==> config.mk <==
export PLATFORM = sky130hd
export DESIGN_NAME = priority_sorted_task_queue_flat
export DESIGN_NICKNAME = d
export VERILOG_FILES = /design/src/rtl/pstq_pkg.sv /design/src/rtl/pstq_req_if.sv /design/src/rtl/pstq_rsp_if.sv /design/src/rtl/priority_sorted_task_queue.sv /design/src/rtl/pstq_cell.sv /design/src/flat_wrapper.sv
export VERILOG_INCLUDE_DIRS = /design/src /design/src/rtl
export SDC_FILE = /design/constraint.sdc
export NUM_CORES = 1
export LEC_CHECK = 0
export BUFFER_PORTS_ARGS = -buffer_cell sky130_fd_sc_hd__buf_2
export CAP_MARGIN = 10
export CORE_MARGIN = 2
export CORE_UTILIZATION = 65
export DETAILED_ROUTE_END_ITERATION = 10
export PLACE_DENSITY = 0.88
export SETUP_SLACK_MARGIN = 0.02
export SYNTH_ARGS = -nofsm -noshare
export SYNTH_HDL_FRONTEND = slang
export SYNTH_SLANG_ARGS = --single-unit
==> constraint.sdc <==
create_clock -name clk -period 12.93 [get_ports clk]
set_input_delay 2.586 -clock clk [delete_from_list [all_inputs] [get_ports clk]]
set_output_delay 2.586 -clock clk [all_outputs]
set_load 0.01 [all_outputs]
==> src/rtl/priority_sorted_task_queue_macros.svh <==
// Assertion macros used by the priority task queue top level.
`ifndef PRIORITY_SORTED_TASK_QUEUE_MACROS_SVH
`define PRIORITY_SORTED_TASK_QUEUE_MACROS_SVH

`ifndef SYNTH
// Check a property at every rising clock edge outside reset.
`define PSTQ_ASSERT(lbl, clk, rstn, prop) \
    lbl: assert property (@(posedge clk) disable iff (!rstn) (prop)) \
        else $error("pstq assertion failed");
// Check that a condition implies another one in the next cycle.
`define PSTQ_ASSERT_NEXT(lbl, clk, rstn, cond, expr) \
    lbl: assert property (@(posedge clk) disable iff (!rstn) (cond) |=> (expr)) \
        else $error("pstq assertion failed");
`else
`define PSTQ_ASSERT(lbl, clk, rstn, prop)
`define PSTQ_ASSERT_NEXT(lbl, clk, rstn, cond, expr)
`endif

`endif

==> src/rtl/pstq_pkg.sv <==
// Package with the shared constants and types of the priority task queue.
package pstq_pkg;

    // Default sizes of the list.
    localparam int MAX_TASKS_DEF     = 16;
    localparam int PRIORITY_BITS_DEF = 8;

    // Fixed widths of the word fields.
    localparam int TASK_ID_W  = 4;
    localparam int PRIO_REQ_W = 8;
    localparam int SLOT_W     = 4;
    localparam int COUNT_W    = 5;

    // Command broadcast to every cell in the cycle the list changes.
    typedef struct packed {
        logic ins;
        logic rem;
    } cell_cmd_t;

    // Per-cell compare results.
    typedef struct packed {
        logic match;
        logic lower;
        logic edge_hit;
    } cell_stat_t;

endpackage

==> src/rtl/pstq_req_if.sv <==
// Request channel of the priority task queue.
interface pstq_req_if;
    logic                                valid;
    logic                                ready;
    logic                                enable;
    logic [pstq_pkg::TASK_ID_W-1:0]      task_id;
    logic [pstq_pkg::PRIO_REQ_W-1:0]     priority_req;

    modport source (output valid, output enable, output task_id, output priority_req,
                    input ready);
    modport sink (input valid, input enable, input task_id, input priority_req,
                  output ready);
endinterface

==> src/rtl/pstq_rsp_if.sv <==
// Response channel of the priority task queue.
interface pstq_rsp_if;
    logic                             valid;
    logic                             ready;
    logic                             accepted;
    logic [pstq_pkg::SLOT_W-1:0]      slot;
    logic [pstq_pkg::COUNT_W-1:0]     entry_count;

    modport source (output valid, output accepted, output slot, output entry_count,
                    input ready);
    modport sink (input valid, input accepted, input slot, input entry_count,
                  output ready);
endinterface

==> src/rtl/priority_sorted_task_queue.sv <==
// Top level of the priority task queue: request capture, cell row and response register.
//
// Usage: the req channel carries one word per request: enable=1 inserts task_id with
// priority_req, enable=0 removes task_id. The list stays sorted by descending priority,
// equal priorities keep arrival order. Each request yields exactly one word on the rsp
// channel: accepted, the slot inserted at or removed from (0 when refused) and the
// number of entries afterwards.
// The request is captured first; every cell then compares against it in parallel and
// shifts by one position, and the response word is written into the response register.
// No new request is taken until that compare-and-shift step is done.
// A stalled receiver holds the finished response; a new request is still taken, and
// its compare-and-shift cycle waits until the response register is free.
// Reset empties the list at once (count cleared); slot contents need no clearing.
`include "priority_sorted_task_queue_macros.svh"

module priority_sorted_task_queue #(
    parameter int MAX_TASKS     = pstq_pkg::MAX_TASKS_DEF,
    parameter int PRIORITY_BITS = pstq_pkg::PRIORITY_BITS_DEF
) (
    input  logic        clk,
    input  logic        rst_n,
    pstq_req_if.sink    req,
    pstq_rsp_if.source  rsp
);
    import pstq_pkg::*;

    localparam int IDX_W = $clog2(MAX_TASKS);
    localparam int CNT_W = $clog2(MAX_TASKS + 1);

    localparam logic ST_IDLE = 1'b0;
    localparam logic ST_BUSY = 1'b1;

    logic                     state_reg, state_next;
    logic [CNT_W-1:0]         count_reg, count_next;
    logic                     en_reg;
    logic [TASK_ID_W-1:0]     id_reg;
    logic [PRIORITY_BITS-1:0] prio_reg;

    logic                     rsp_valid_reg, rsp_valid_next;
    logic                     rsp_acc_reg, rsp_acc_next;
    logic [SLOT_W-1:0]        rsp_slot_reg, rsp_slot_next;
    logic [COUNT_W-1:0]       rsp_cnt_reg, rsp_cnt_next;

    cell_cmd_t                cmd;
    cell_stat_t               stat [MAX_TASKS];
    logic [TASK_ID_W-1:0]     cell_task [MAX_TASKS];
    logic [PRIORITY_BITS-1:0] cell_prio [MAX_TASKS];
    logic [MAX_TASKS-1:0]     occ_vec;
    logic [MAX_TASKS-1:0]     match_vec;
    logic [MAX_TASKS-1:0]     hit_vec;
    logic [IDX_W-1:0]         where;
    logic                     found;
    logic                     done;
    logic                     accept;

    // Row of cells; each one sees its neighbors' contents.
    for (genvar i = 0; i < MAX_TASKS; i++)
    begin : g_cell
        logic                     l_lower;
        logic [TASK_ID_W-1:0]     l_task;
        logic [PRIORITY_BITS-1:0] l_prio;
        logic [TASK_ID_W-1:0]     r_task;
        logic [PRIORITY_BITS-1:0] r_prio;

        assign occ_vec[i]   = (count_reg > CNT_W'(i));
        assign match_vec[i] = stat[i].match;
        assign hit_vec[i]   = en_reg ? stat[i].edge_hit : stat[i].match;

        if (i == 0)
        begin : g_first
            assign l_lower = 1'b0;
            assign l_task  = '0;
            assign l_prio  = '0;
        end
        else
        begin : g_inner
            assign l_lower = stat[i-1].lower;
            assign l_task  = cell_task[i-1];
            assign l_prio  = cell_prio[i-1];
        end

        if (i == MAX_TASKS - 1)
        begin : g_last
            assign r_task = '0;
            assign r_prio = '0;
        end
        else
        begin : g_body
            assign r_task = cell_task[i+1];
            assign r_prio = cell_prio[i+1];
        end

        pstq_cell #(
            .PRIORITY_BITS (PRIORITY_BITS),
            .IDX_W         (IDX_W),
            .IDX           (i)
        ) u_cell (
            .clk        (clk),
            .cmd        (cmd),
            .occ        (occ_vec[i]),
            .req_id     (id_reg),
            .req_prio   (prio_reg),
            .where      (where),
            .left_lower (l_lower),
            .left_task  (l_task),
            .left_prio  (l_prio),
            .right_task (r_task),
            .right_prio (r_prio),
            .task_out   (cell_task[i]),
            .prio_out   (cell_prio[i]),
            .stat       (stat[i])
        );
    end

    // Turn the one-hot hit into a slot index.
    always_comb
    begin
        where = '0;
        for (int i = 0; i < MAX_TASKS; i++)
        begin
            if (hit_vec[i])
            begin
                where = where | IDX_W'(i);
            end
        end
    end

    assign found  = |match_vec;
    assign done   = (state_reg == ST_BUSY) && (!rsp_valid_reg || rsp.ready);
    assign accept = en_reg ? (!found && (count_reg < CNT_W'(MAX_TASKS))) : found;

    assign cmd.ins = done && accept && en_reg;
    assign cmd.rem = done && accept && !en_reg;

    // Sequencing, count and response register.
    always_comb
    begin
        state_next     = state_reg;
        count_next     = count_reg;
        rsp_valid_next = rsp_valid_reg;
        rsp_acc_next   = rsp_acc_reg;
        rsp_slot_next  = rsp_slot_reg;
        rsp_cnt_next   = rsp_cnt_reg;
        if (rsp_valid_reg && rsp.ready)
        begin
            rsp_valid_next = 1'b0;
        end
        unique case (state_reg)
            ST_IDLE:
            begin
                if (req.valid)
                begin
                    state_next = ST_BUSY;
                end
            end
            ST_BUSY:
            begin
                if (done)
                begin
                    if (cmd.ins)
                    begin
                        count_next = count_reg + CNT_W'(1);
                    end
                    else if (cmd.rem)
                    begin
                        count_next = count_reg - CNT_W'(1);
                    end
                    rsp_valid_next = 1'b1;
                    rsp_acc_next   = accept;
                    rsp_slot_next  = accept ? SLOT_W'(where) : '0;
                    rsp_cnt_next   = COUNT_W'(count_next);
                    state_next     = ST_IDLE;
                end
            end
            default:
            begin
                state_next = ST_IDLE;
            end
        endcase
    end

    always_ff @(posedge clk or negedge rst_n)
    begin
        if (!rst_n)
        begin
            state_reg     <= ST_IDLE;
            count_reg     <= '0;
            rsp_valid_reg <= 1'b0;
        end
        else
        begin
            state_reg     <= state_next;
            count_reg     <= count_next;
            rsp_valid_reg <= rsp_valid_next;
        end
    end

    // Captured request and response payload.
    always_ff @(posedge clk)
    begin
        if (req.valid && req.ready)
        begin
            en_reg   <= req.enable;
            id_reg   <= req.task_id;
            prio_reg <= PRIORITY_BITS'(req.priority_req);
        end
        rsp_acc_reg  <= rsp_acc_next;
        rsp_slot_reg <= rsp_slot_next;
        rsp_cnt_reg  <= rsp_cnt_next;
    end

    assign req.ready       = (state_reg == ST_IDLE);
    assign rsp.valid       = rsp_valid_reg;
    assign rsp.accepted    = rsp_acc_reg;
    assign rsp.slot        = rsp_slot_reg;
    assign rsp.entry_count = rsp_cnt_reg;

    `PSTQ_ASSERT(a_count_max, clk, rst_n, count_reg <= CNT_W'(MAX_TASKS))
    `PSTQ_ASSERT(a_id_unique, clk, rst_n, $onehot0(match_vec))
    `PSTQ_ASSERT_NEXT(a_ins_count, clk, rst_n, cmd.ins,
        count_reg == $past(count_reg) + CNT_W'(1))
    `PSTQ_ASSERT_NEXT(a_rem_count, clk, rst_n, cmd.rem,
        count_reg == $past(count_reg) - CNT_W'(1))
    `PSTQ_ASSERT(a_rsp_source, clk, rst_n, $rose(rsp_valid_reg) |-> $past(done))

endmodule

==> src/rtl/pstq_cell.sv <==
// One list slot: holds a task id and priority and shifts to or from its neighbors.
module pstq_cell #(
    parameter int PRIORITY_BITS = pstq_pkg::PRIORITY_BITS_DEF,
    parameter int IDX_W         = 4,
    parameter int IDX           = 0
) (
    input  logic                             clk,
    input  pstq_pkg::cell_cmd_t              cmd,
    input  logic                             occ,
    input  logic [pstq_pkg::TASK_ID_W-1:0]   req_id,
    input  logic [PRIORITY_BITS-1:0]         req_prio,
    input  logic [IDX_W-1:0]                 where,
    input  logic                             left_lower,
    input  logic [pstq_pkg::TASK_ID_W-1:0]   left_task,
    input  logic [PRIORITY_BITS-1:0]         left_prio,
    input  logic [pstq_pkg::TASK_ID_W-1:0]   right_task,
    input  logic [PRIORITY_BITS-1:0]         right_prio,
    output logic [pstq_pkg::TASK_ID_W-1:0]   task_out,
    output logic [PRIORITY_BITS-1:0]         prio_out,
    output pstq_pkg::cell_stat_t             stat
);
    import pstq_pkg::*;

    logic [TASK_ID_W-1:0]     task_reg, task_next;
    logic [PRIORITY_BITS-1:0] prio_reg, prio_next;
    logic                     lower;
    logic                     at_or_after;

    // An empty slot or one of strictly lower priority lies at or past the insert point.
    assign lower        = !occ || (req_prio > prio_reg);
    assign stat.lower    = lower;
    assign stat.edge_hit = lower && !left_lower;
    assign stat.match    = occ && (task_reg == req_id);
    assign at_or_after   = (IDX_W'(IDX) >= where);

    // Insert shifts the tail right by one; removal pulls it left by one.
    always_comb
    begin
        task_next = task_reg;
        prio_next = prio_reg;
        if (cmd.ins)
        begin
            if (stat.edge_hit)
            begin
                task_next = req_id;
                prio_next = req_prio;
            end
            else if (left_lower)
            begin
                task_next = left_task;
                prio_next = left_prio;
            end
        end
        else if (cmd.rem && at_or_after)
        begin
            task_next = right_task;
            prio_next = right_prio;
        end
    end

    always_ff @(posedge clk)
    begin
        task_reg <= task_next;
        prio_reg <= prio_next;
    end

    assign task_out = task_reg;
    assign prio_out = prio_reg;

endmodule
==> src/flat_wrapper.sv <==
// flat-port wrapper written by rule: the top's interface ports become plain ports
module priority_sorted_task_queue_flat import pstq_pkg::*;
#(
    parameter int MAX_TASKS     = pstq_pkg::MAX_TASKS_DEF,
    parameter int PRIORITY_BITS = pstq_pkg::PRIORITY_BITS_DEF
)
  (clk, rst_n, req_valid, req_enable, req_task_id, req_priority_req, req_ready, rsp_valid, rsp_accepted, rsp_slot, rsp_entry_count, rsp_ready);
  pstq_req_if req_i ();
  pstq_rsp_if rsp_i ();
  input  logic clk;
  input  logic rst_n;
  input wire logic [$bits(req_i.valid)-1:0] req_valid;
  input wire logic [$bits(req_i.enable)-1:0] req_enable;
  input wire logic [$bits(req_i.task_id)-1:0] req_task_id;
  input wire logic [$bits(req_i.priority_req)-1:0] req_priority_req;
  output wire logic [$bits(req_i.ready)-1:0] req_ready;
  output wire logic [$bits(rsp_i.valid)-1:0] rsp_valid;
  output wire logic [$bits(rsp_i.accepted)-1:0] rsp_accepted;
  output wire logic [$bits(rsp_i.slot)-1:0] rsp_slot;
  output wire logic [$bits(rsp_i.entry_count)-1:0] rsp_entry_count;
  input wire logic [$bits(rsp_i.ready)-1:0] rsp_ready;
  assign req_i.valid = req_valid;
  assign req_i.enable = req_enable;
  assign req_i.task_id = req_task_id;
  assign req_i.priority_req = req_priority_req;
  assign req_ready = req_i.ready;
  assign rsp_valid = rsp_i.valid;
  assign rsp_accepted = rsp_i.accepted;
  assign rsp_slot = rsp_i.slot;
  assign rsp_entry_count = rsp_i.entry_count;
  assign rsp_i.ready = rsp_ready;
  priority_sorted_task_queue #(.MAX_TASKS(MAX_TASKS), .PRIORITY_BITS(PRIORITY_BITS)) u_core (.clk(clk), .rst_n(rst_n), .req(req_i), .rsp(rsp_i));
endmodule
Word-level counts from Yosys, hierarchy flattened

Index checks and enable logic that the tools add are counted.

Register bits after elaboration: 222
Output and inout bits: 12

$add $sub $neg: 2
Magnitude comparators: 49
Equal/unequal tests: 32
Mux-type cells: 165
Bitwise operators: 1
Reduce and logical (&&, ||, !) cells: 139

Operators with widths:

| operator            | count |
|---|---|
| $mux 8              | 63 |
| $mux 4              | 71 |
| $gt 8x8->1          | 16 |
| $eq 4x4->1          | 16 |
| $logic_and 1x1->1   | 54 |
| $ne 3x3->1 const B  | 15 |
| $gt 5x4->1 const B  | 8 |
| $logic_not 1->1     | 34 |
| $reduce_and 2->1    | 17 |
| $ge 4x4->1 const A  | 8 |
| $reduce_bool 2->1   | 16 |
| $mux 1              | 22 |
| $gt 5x3->1 const B  | 4 |
| $logic_or 1x1->1    | 17 |
| $ge 3x4->1 const A  | 4 |
| $reduce_or 16->1    | 1 |
| $mux 3              | 4 |
| $gt 5x1->1 const B  | 2 |
| $gt 5x2->1 const B  | 2 |
| $mux 5              | 2 |
| $ge 1x4->1 const A  | 2 |
| $ge 2x4->1 const A  | 2 |
| $add 5x1->5 const B | 1 |
| $lt 5x5->1 const B  | 1 |
| other kinds (5)     | 6 |

Depth between registers and ports, before layout

Depth in word-level cells: 25
Mapped depth: 16

Hierarchy

From an unflattened synthesis, not the netlist that was laid out.

Cell total of the unflattened synthesis: 2,225
Area, all modules: 19,782.7 um^2

Modules (own cells, without submodules):

| module                                   | times used | cells an instance | area each (um^2) | sequential area each (um^2) |
|---|---|---|---|---|
| pstq_cell (u_core.g_cell[1].u_cell ...)  | 3          | 129               | 1,136.1          | 360.3 |
| pstq_cell (u_core.g_cell[11].u_cell ...) | 3          | 129               | 1,129.8          | 360.3 |
| pstq_cell (u_core.g_cell[4].u_cell ...)  | 2          | 130               | 1,136.1          | 360.3 |
| pstq_cell (u_core.g_cell[0].u_cell ...)  | 2          | 129               | 1,134.8          | 360.3 |
| pstq_cell (u_core.g_cell[13].u_cell ...) | 2          | 129               | 1,133.6          | 360.3 |
| priority_sorted_task_queue               | 1          | 156               | 1,599.0          | 865.8 |
| pstq_cell (u_core.g_cell[12].u_cell)     | 1          | 131               | 1,179.9          | 360.3 |
| pstq_cell (u_core.g_cell[10].u_cell)     | 1          | 130               | 1,137.3          | 360.3 |
| pstq_cell (u_core.g_cell[5].u_cell)      | 1          | 130               | 1,134.8          | 360.3 |
| pstq_cell (u_core.g_cell[15].u_cell)     | 1          | 128               | 1,124.8          | 360.3 |

Least setup slack after synthesis

Ideal clock, no wire load.

Kind: input-to-reg
Start point: input rsp_ready
End point: register u_core.g_cell[1].u_cell.prio_reg[0] (enable)
Setup time: 0.402 ns
Arrival: 4.984 ns
Required time: 12.528 ns
Path slack: 7.544 ns
Stages on the path: 7
Buffers on the path: 1
Cell sequence: nand2b_1 > and2_1 > clkbuf_1 > nand3_1 > inv_1 > nand3_1 > o32ai_1

Word-level cells in the longest chain between the ends: 7
Elaborated cells between the ends (all ways): 9

RTL lines:

| item                                  | RTL line                                                             | text |
|---|---|---|
| from (decl)                           | flat_wrapper.sv:21                                                   | `input wire logic [$bits(rsp_i.ready)-1:0] rsp_ready;` |
| $logic_or 1x1->1 (*)                  | priority_sorted_task_queue.sv:129                                    | `assign done = (state_reg == ST_BUSY) && (!rsp_valid_reg \|\| rsp.ready);` |
| $logic_and 1x1->1 (*)                 | priority_sorted_task_queue.sv:129                                    |  |
| $logic_and 1x1->1 (*)                 | priority_sorted_task_queue.sv:132, priority_sorted_task_queue.sv:133 |  |
| $logic_and 1x1->1                     | priority_sorted_task_queue.sv:133                                    | `assign cmd.rem = done && accept && !en_reg;` |
| $logic_and 1x1->1                     | pstq_cell.sv:54                                                      | `else if (cmd.rem && at_or_after)` |
| $reduce_bool 2->1 (no source line)    | --                                                                   |  |
| $reduce_and 2->1 (no source line) (*) | --                                                                   |  |
| to (signal assigned)                  | pstq_cell.sv:64                                                      | `prio_reg <= prio_next;` |
| to (decl)                             | pstq_cell.sv:25                                                      | `logic [PRIORITY_BITS-1:0] prio_reg, prio_next;` |

Every way passes the cells marked *; elsewhere a longest branch is shown, timed or not.
A chain may end at the register's enable or synchronous reset.

Final worst setup path

Start point: register u_core.prio_reg[0]
End point: register u_core.g_cell[8].u_cell.prio_reg[4] (enable)

Word-level cells in the longest chain between the ends: 24
Elaborated cells between the ends (all ways): 97

RTL lines:

| item                                  | RTL line                          | text |
|---|---|---|
| from (decl)                           | priority_sorted_task_queue.sv:37  | `logic [PRIORITY_BITS-1:0] prio_reg;` |
| from (signal assigned)                | priority_sorted_task_queue.sv:205 | `prio_reg <= PRIORITY_BITS'(req.priority_req);` |
| $gt 8x8->1                            | pstq_cell.sv:30                   | `assign lower = !occ \|\| (req_prio > prio_reg);` |
| $logic_or 1x1->1                      | pstq_cell.sv:30                   |  |
| $logic_not 1->1                       | pstq_cell.sv:32                   | `assign stat.edge_hit = lower && !left_lower;` |
| $logic_and 1x1->1                     | pstq_cell.sv:32                   |  |
| $mux 1                                | priority_sorted_task_queue.sv:67  | `assign hit_vec[i] = en_reg ? stat[i].edge_hit : stat[i].match;` |
| $mux 1                                | priority_sorted_task_queue.sv:121 | `if (hit_vec[i])` |
| $mux 2 (2 in a row)                   | priority_sorted_task_queue.sv:121 |  |
| $mux 3 (4 in a row)                   | priority_sorted_task_queue.sv:121 |  |
| $mux 4 (8 in a row)                   | priority_sorted_task_queue.sv:121 |  |
| $ge 4x4->1                            | pstq_cell.sv:34                   | `assign at_or_after = (IDX_W'(IDX) >= where);` |
| $logic_and 1x1->1                     | pstq_cell.sv:54                   |  |
| $reduce_bool 2->1 (no source line)    | --                                |  |
| $reduce_and 2->1 (no source line) (*) | --                                |  |
| to (signal assigned)                  | pstq_cell.sv:64                   |  |
| to (decl)                             | pstq_cell.sv:25                   |  |

Marks and branches as above.

==> results.md <==
Global route:
- The initial antenna violation count is 0.
- Entering global routing, the biggest net connects 111 pins.
- The total routing resource utilization after global routing is 0.327.
- After global routing the overflow that remains totals 0.
- The via count of the first global-routing pass is 12659.
- The first global-routing pass estimated 64400 um of wire.

Clock tree:
- Clock latency on the worst-skew pair, taken at its later pin, is 0.54 ns.
- The master cell of the clock root buffer is sky130_fd_sc_hd__clkbuf_16.
- Clock-pin slew was measured on the worst setup and hold paths at 0.06 ns.
- The number of buffers inserted during clock tree synthesis is 25.
- Counting every sink on the clock net gives 222.
- The number of setup buffers added after CTS is 0.
- TritonCTS built the clock tree.
- The H-tree depth reported by CTS is 1.
- The number of gates resized after CTS was 0.
- In this run, post-CTS hold repair placed 0 buffers.
- The number of buffers on the longest clock path is 3.

Synth:
- For this run, the register share of the synthesized area comes to 0.427.
- In this run the mean area of a mapped cell was 9.39 um2.
- By area, the combinational part of the netlist is dominated by compound AO/OA/AOI/OAI gates.
- The top flip-flop cell by instance count after synthesis is sky130_fd_sc_hd__edfxtp_1.
- The number of unique standard cell types used by synthesis is 64.
- The post-synth design cell area is 15500 um2.
- The number of warning messages in the yosys log is 0.
- The share of the synthesized area in compound gates (AO/OA/AOI/OAI) came to 0.146.
- The number of nets in the synthesized netlist is 1803.
- The share of async-settable or async-resettable flops after synthesis is 0.0315.
- The simple-gate share of the synthesized area is 0.132.
- The instance count of the mapped netlist is 1653.
- The post-synthesis mux area share is 0.0857.
- Counting flops with a built-in enable in the synthesized netlist gives 215.
- The synthesized design contains 222 register bits.
- Of the total synthesized cell area, the portion taken by full adders, half adders and majority gates is 0.107.
- The share of the synthesized netlist area taken by xor and xnor gates is 0.0401.

Layout:
- Summing all multi-input logic gate instances after layout gives 7950 um2.
- The final design area excluding fillers is 16600 um2.
- The number of antenna diodes in the final layout is 0.
- The layout cell share with drive strength beyond 1 is 0.0667.
- After filler insertion, the fill cell instance count of the layout stands at 1679.
- The library cells used most frequently in the layout, excluding fill and tap cells, are sky130_fd_sc_hd__nand2_1 (240), sky130_fd_sc_hd__o21ai_0 (224), sky130_fd_sc_hd__edfxtp_1 (215).
- The combined flip-flop and latch cell area is 6630 um2.
- Compared with the post-synthesis result, the final layout area differs by 6.90%.
- The final layout contains 1782 nets.
- The register with the most flip-flops in the layout has 128 of them.
- The most common cell after layout, fill and taps aside is sky130_fd_sc_hd__nand2_1.

Worst setup path:
- The category of the worst setup path capture point is a register.
- On the critical path the largest part of the delay comes from simple AND/OR/NAND/NOR gates.
- The worst setup path endpoint is u_core.g_cell[8].u_cell.prio_out[4].
- The number of buffers and inverters on the critical path is 1.
- The worst-case reg-to-reg path depth is 10.
- Counting buffers and inverters, the worst setup path is 10 cells deep.
- The slowest cell on the critical path is sky130_fd_sc_hd__o311ai_2.
- The launching element of the worst setup path is u_core.prio_reg[0].
- The worst register-to-register path ends at u_core.g_cell[8].u_cell.prio_out[4].
- The setup slack of the most critical reg-to-reg path is 6.82 ns.
- The worst setup path is of the register to register kind.
- The worst register-to-register path begins at u_core.prio_reg[0].
- Along the worst path, the maximum fanout reaches 12.
- The critical path arrival is 6.25 ns.
- The startpoint kind of the worst setup timing path is a register.
- In this design, the stage delay of the slowest critical-path cell is 0.93 ns.
- Traced cell by cell, the critical path runs through inv_1 -> ha_1 -> and4_1 -> or3b_2 -> a211oi_2 -> nand2b_1 -> a41oi_1 -> nor3_1 -> nand2_1 -> o311ai_2.
- The critical path data required time is 13.08 ns.

Die:
- The die width is 159 um.
- The initial cell density of the core is 0.661.
- After floorplanning, the core was sized to cover 23500 um2.
- The y dimension of the die is 159 um.
- The floorplan step defined a die boundary enclosing 25100 um2.
- The floorplan has 56 rows.
- The number of placed I/O pins is 29.

Place:
- In this run the tool buffered the top-level ports with 28 buffer cells.
- The global placement routability congestion is 0.951.
- After legalization and detailed placement, the total HPWL measured 27700 um.
- Once placement finished, the instance area stood at 15800 um2.

STA:
- The number of hold violations in the final report is 0.
- Across the routed clock network, the largest skew measured is 0.0155 ns.
- In the finished design, the share of the clock period the worst path needs comes to 0.472.
- The count of final max-slew check failures came to 0.
- On the final layout, the worst hold slack is 0.561 ns.
- The aggregate negative setup slack is 0 ns.
- The measured slew at the worst slew-check pin is 1.17 ns.
- Derived from the worst setup path, the maximum achievable clock frequency is 164 MHz.
- Setup violations remaining at the end of the flow were counted as 0.
- Counting I/O delays and the setup requirement, the final critical path takes 6.11 ns.
- Setup repair after global routing left no endpoint under its margin.
- The relative slew slack is 0.223.

Routing:
- In the final routed layout, each cell accounts on average for 20.6 um.
- For this run, the detailed router's first-pass iteration total came to 6.
- In this run the remaining antenna-violating nets after routing total 0.
- The count of routing violations after the opening detailed-route iteration is 1448.
- After detailed routing, the total wire length is 40600 um.
- Using the TritonRoute via totals, the vias-per-cell ratio works out to 6.47.
- In the routed design, unresolved DRC markers number 0.
- The number of vias after detailed routing is 12730.

Min path:
- The instance count along the most critical hold path is 2.
- The class of the tightest hold or removal check is register to register.

Power:
- The combinational cell fraction of total power is 0.462.
- The internal power of the cells totals 2.05 mW.
- Across the VDD grid, the largest voltage drop is 145 uV.
- For this design the static power due to leakage is 7.31 nW.
- The switching fraction of total power is 0.421.
- Power spread over the standard cell area amounts to 213 nW/um2.
- Of the total power, the clock network draws 0.200.
- The analysis attributes to net switching a power of 1.49 mW.
- The part of the total power dissipated in sequential elements is 0.339.
- The overall power consumption is 3.54 mW.

Status:
- The run finished with clean final reports.

Run:
- The total of max-cap violations is 0.
## tightest hold or removal path: cells and delay by family, from the launching register on
family           cells  cell delay (ns)
flip-flops           1             0.34
AO/OA/AOI/OAI        1             0.06
AND/OR/NAND/NOR      1             0.05
## power groups by stage
| stage | Sequential [mW] | Combinational [mW] | Clock (mW) |
|---|---|---|---|
| floorplan | 1.16 | 1.21 | 0 |
| global placement | 1.20 | 1.49 | 0 |
| detailed placement | 1.21 | 1.57 | 0 |
| CTS | 1.19 | 1.59 | 0.708 |
| global route | 1.21 | 1.79 | 0.736 |
| finish | 1.20 | 1.63 | 0.707 |
## how the worst min path moves through the flow
| stage | endpoint | slack (ns) | start |
|---|---|---|---|
| after floorplan | u_core.state_reg | 0.50 | u_core.state_reg |
| after global placement | u_core.rsp.valid | 0.48 | u_core.rsp.valid |
| after detailed placement | u_core.rsp.valid | 0.53 | u_core.rsp.valid |
| after CTS | u_core.rsp.valid | 0.55 | u_core.rsp.valid |
| after global routing | u_core.g_cell[6].u_cell.prio_out[7] | 0.58 | u_core.g_cell[7].u_cell.prio_out[7] |
| final | u_core.g_cell[6].u_cell.prio_out[7] | 0.56 | u_core.g_cell[7].u_cell.prio_out[7] |
## logic make-up after synthesis
| group | Yosys count |
|---|---|
| and+or+nand+nor | 453 |
| xor gates and xnor gates | 71 |
| AOI/OAI and AO/OA | 410 |
| muxes | 133 |
| buffers and inverters | 231 |
| adders and majority gates | 133 |
| DFF | 222 |
## stage by stage
| stage | util | worst slack (ns) | std cells |
|---|---|---|---|
| 6_report | 0.707 | 6.82 | 1969 |
| 5_1_grt | 0.707 | 6.70 | 1969 |
| 4_1_cts | 0.706 | 7.00 | 1967 |
| 3_5_place_dp | 0.672 | 6.91 | 1922 |
| 3_3_place_gp | 0.672 | 7.10 | 1922 |
| 2_1_floorplan | - | 7.54 | 1653 |
## cell type report
| class | count | share of cell area |
|---|---|---|
| sequential | 222 | 0.400 |
| multi-input combinational | 1200 | 0.479 |
| clock buffer | 28 | 0.0384 |
| inverter | 130 | 0.0294 |
| timing repair buffer | 53 | 0.0198 |
| clock inverter | 17 | 0.00988 |
| tap | 319 | 0.0240 |
## synth_stat cells (3+ instances only)
library cell	n	area, um2
sky130_fd_sc_hd__o21ai_0	224	1120
sky130_fd_sc_hd__and4_1	3	26.3
sky130_fd_sc_hd__and3_1	5	31.3
sky130_fd_sc_hd__o211ai_1	12	90.1
sky130_fd_sc_hd__nor4_1	7	43.8
sky130_fd_sc_hd__a21oi_1	114	571
sky130_fd_sc_hd__clkbuf_1	53	199
sky130_fd_sc_hd__nor2b_1	16	100
sky130_fd_sc_hd__mux2i_1	133	1330
sky130_fd_sc_hd__nand2b_1	16	100
sky130_fd_sc_hd__nand2_1	240	901
sky130_fd_sc_hd__xnor2_1	54	473
sky130_fd_sc_hd__ha_1	133	1660
sky130_fd_sc_hd__buf_1	5	18.8
sky130_fd_sc_hd__a211o_1	4	35.0
sky130_fd_sc_hd__nand4_1	35	219
sky130_fd_sc_hd__or3_1	6	37.5
sky130_fd_sc_hd__a221oi_1	3	26.3
sky130_fd_sc_hd__a31oi_1	5	31.3
sky130_fd_sc_hd__o22ai_1	3	18.8
sky130_fd_sc_hd__nor2_2	8	50.1
sky130_fd_sc_hd__buf_2	33	165
sky130_fd_sc_hd__buf_6	4	45.0
sky130_fd_sc_hd__a211oi_1	5	37.5
sky130_fd_sc_hd__edfxtp_1	215	6460
sky130_fd_sc_hd__or4_1	4	30.0
sky130_fd_sc_hd__dfrtp_1	7	175
sky130_fd_sc_hd__o21a_1	7	52.6
sky130_fd_sc_hd__buf_4	6	45.0
sky130_fd_sc_hd__inv_1	129	484
sky130_fd_sc_hd__nand3_1	11	55.1
sky130_fd_sc_hd__xor2_1	17	149
sky130_fd_sc_hd__nor3_1	12	60.1
sky130_fd_sc_hd__a21o_1	9	67.6
sky130_fd_sc_hd__nor2_1	79	297
## per-layer routing
| layer | track usage | share of wire |
|---|---|---|
| met1 | 0.408 | 0.39 |
| met2 | 0.558 | 0.48 |
| met3 | 0.0520 | 0.079 |
| met4 | 0.154 | 0.045 |
| met5 | 0 | 0 |
Note: power is estimated with default switching activity, not from simulation.
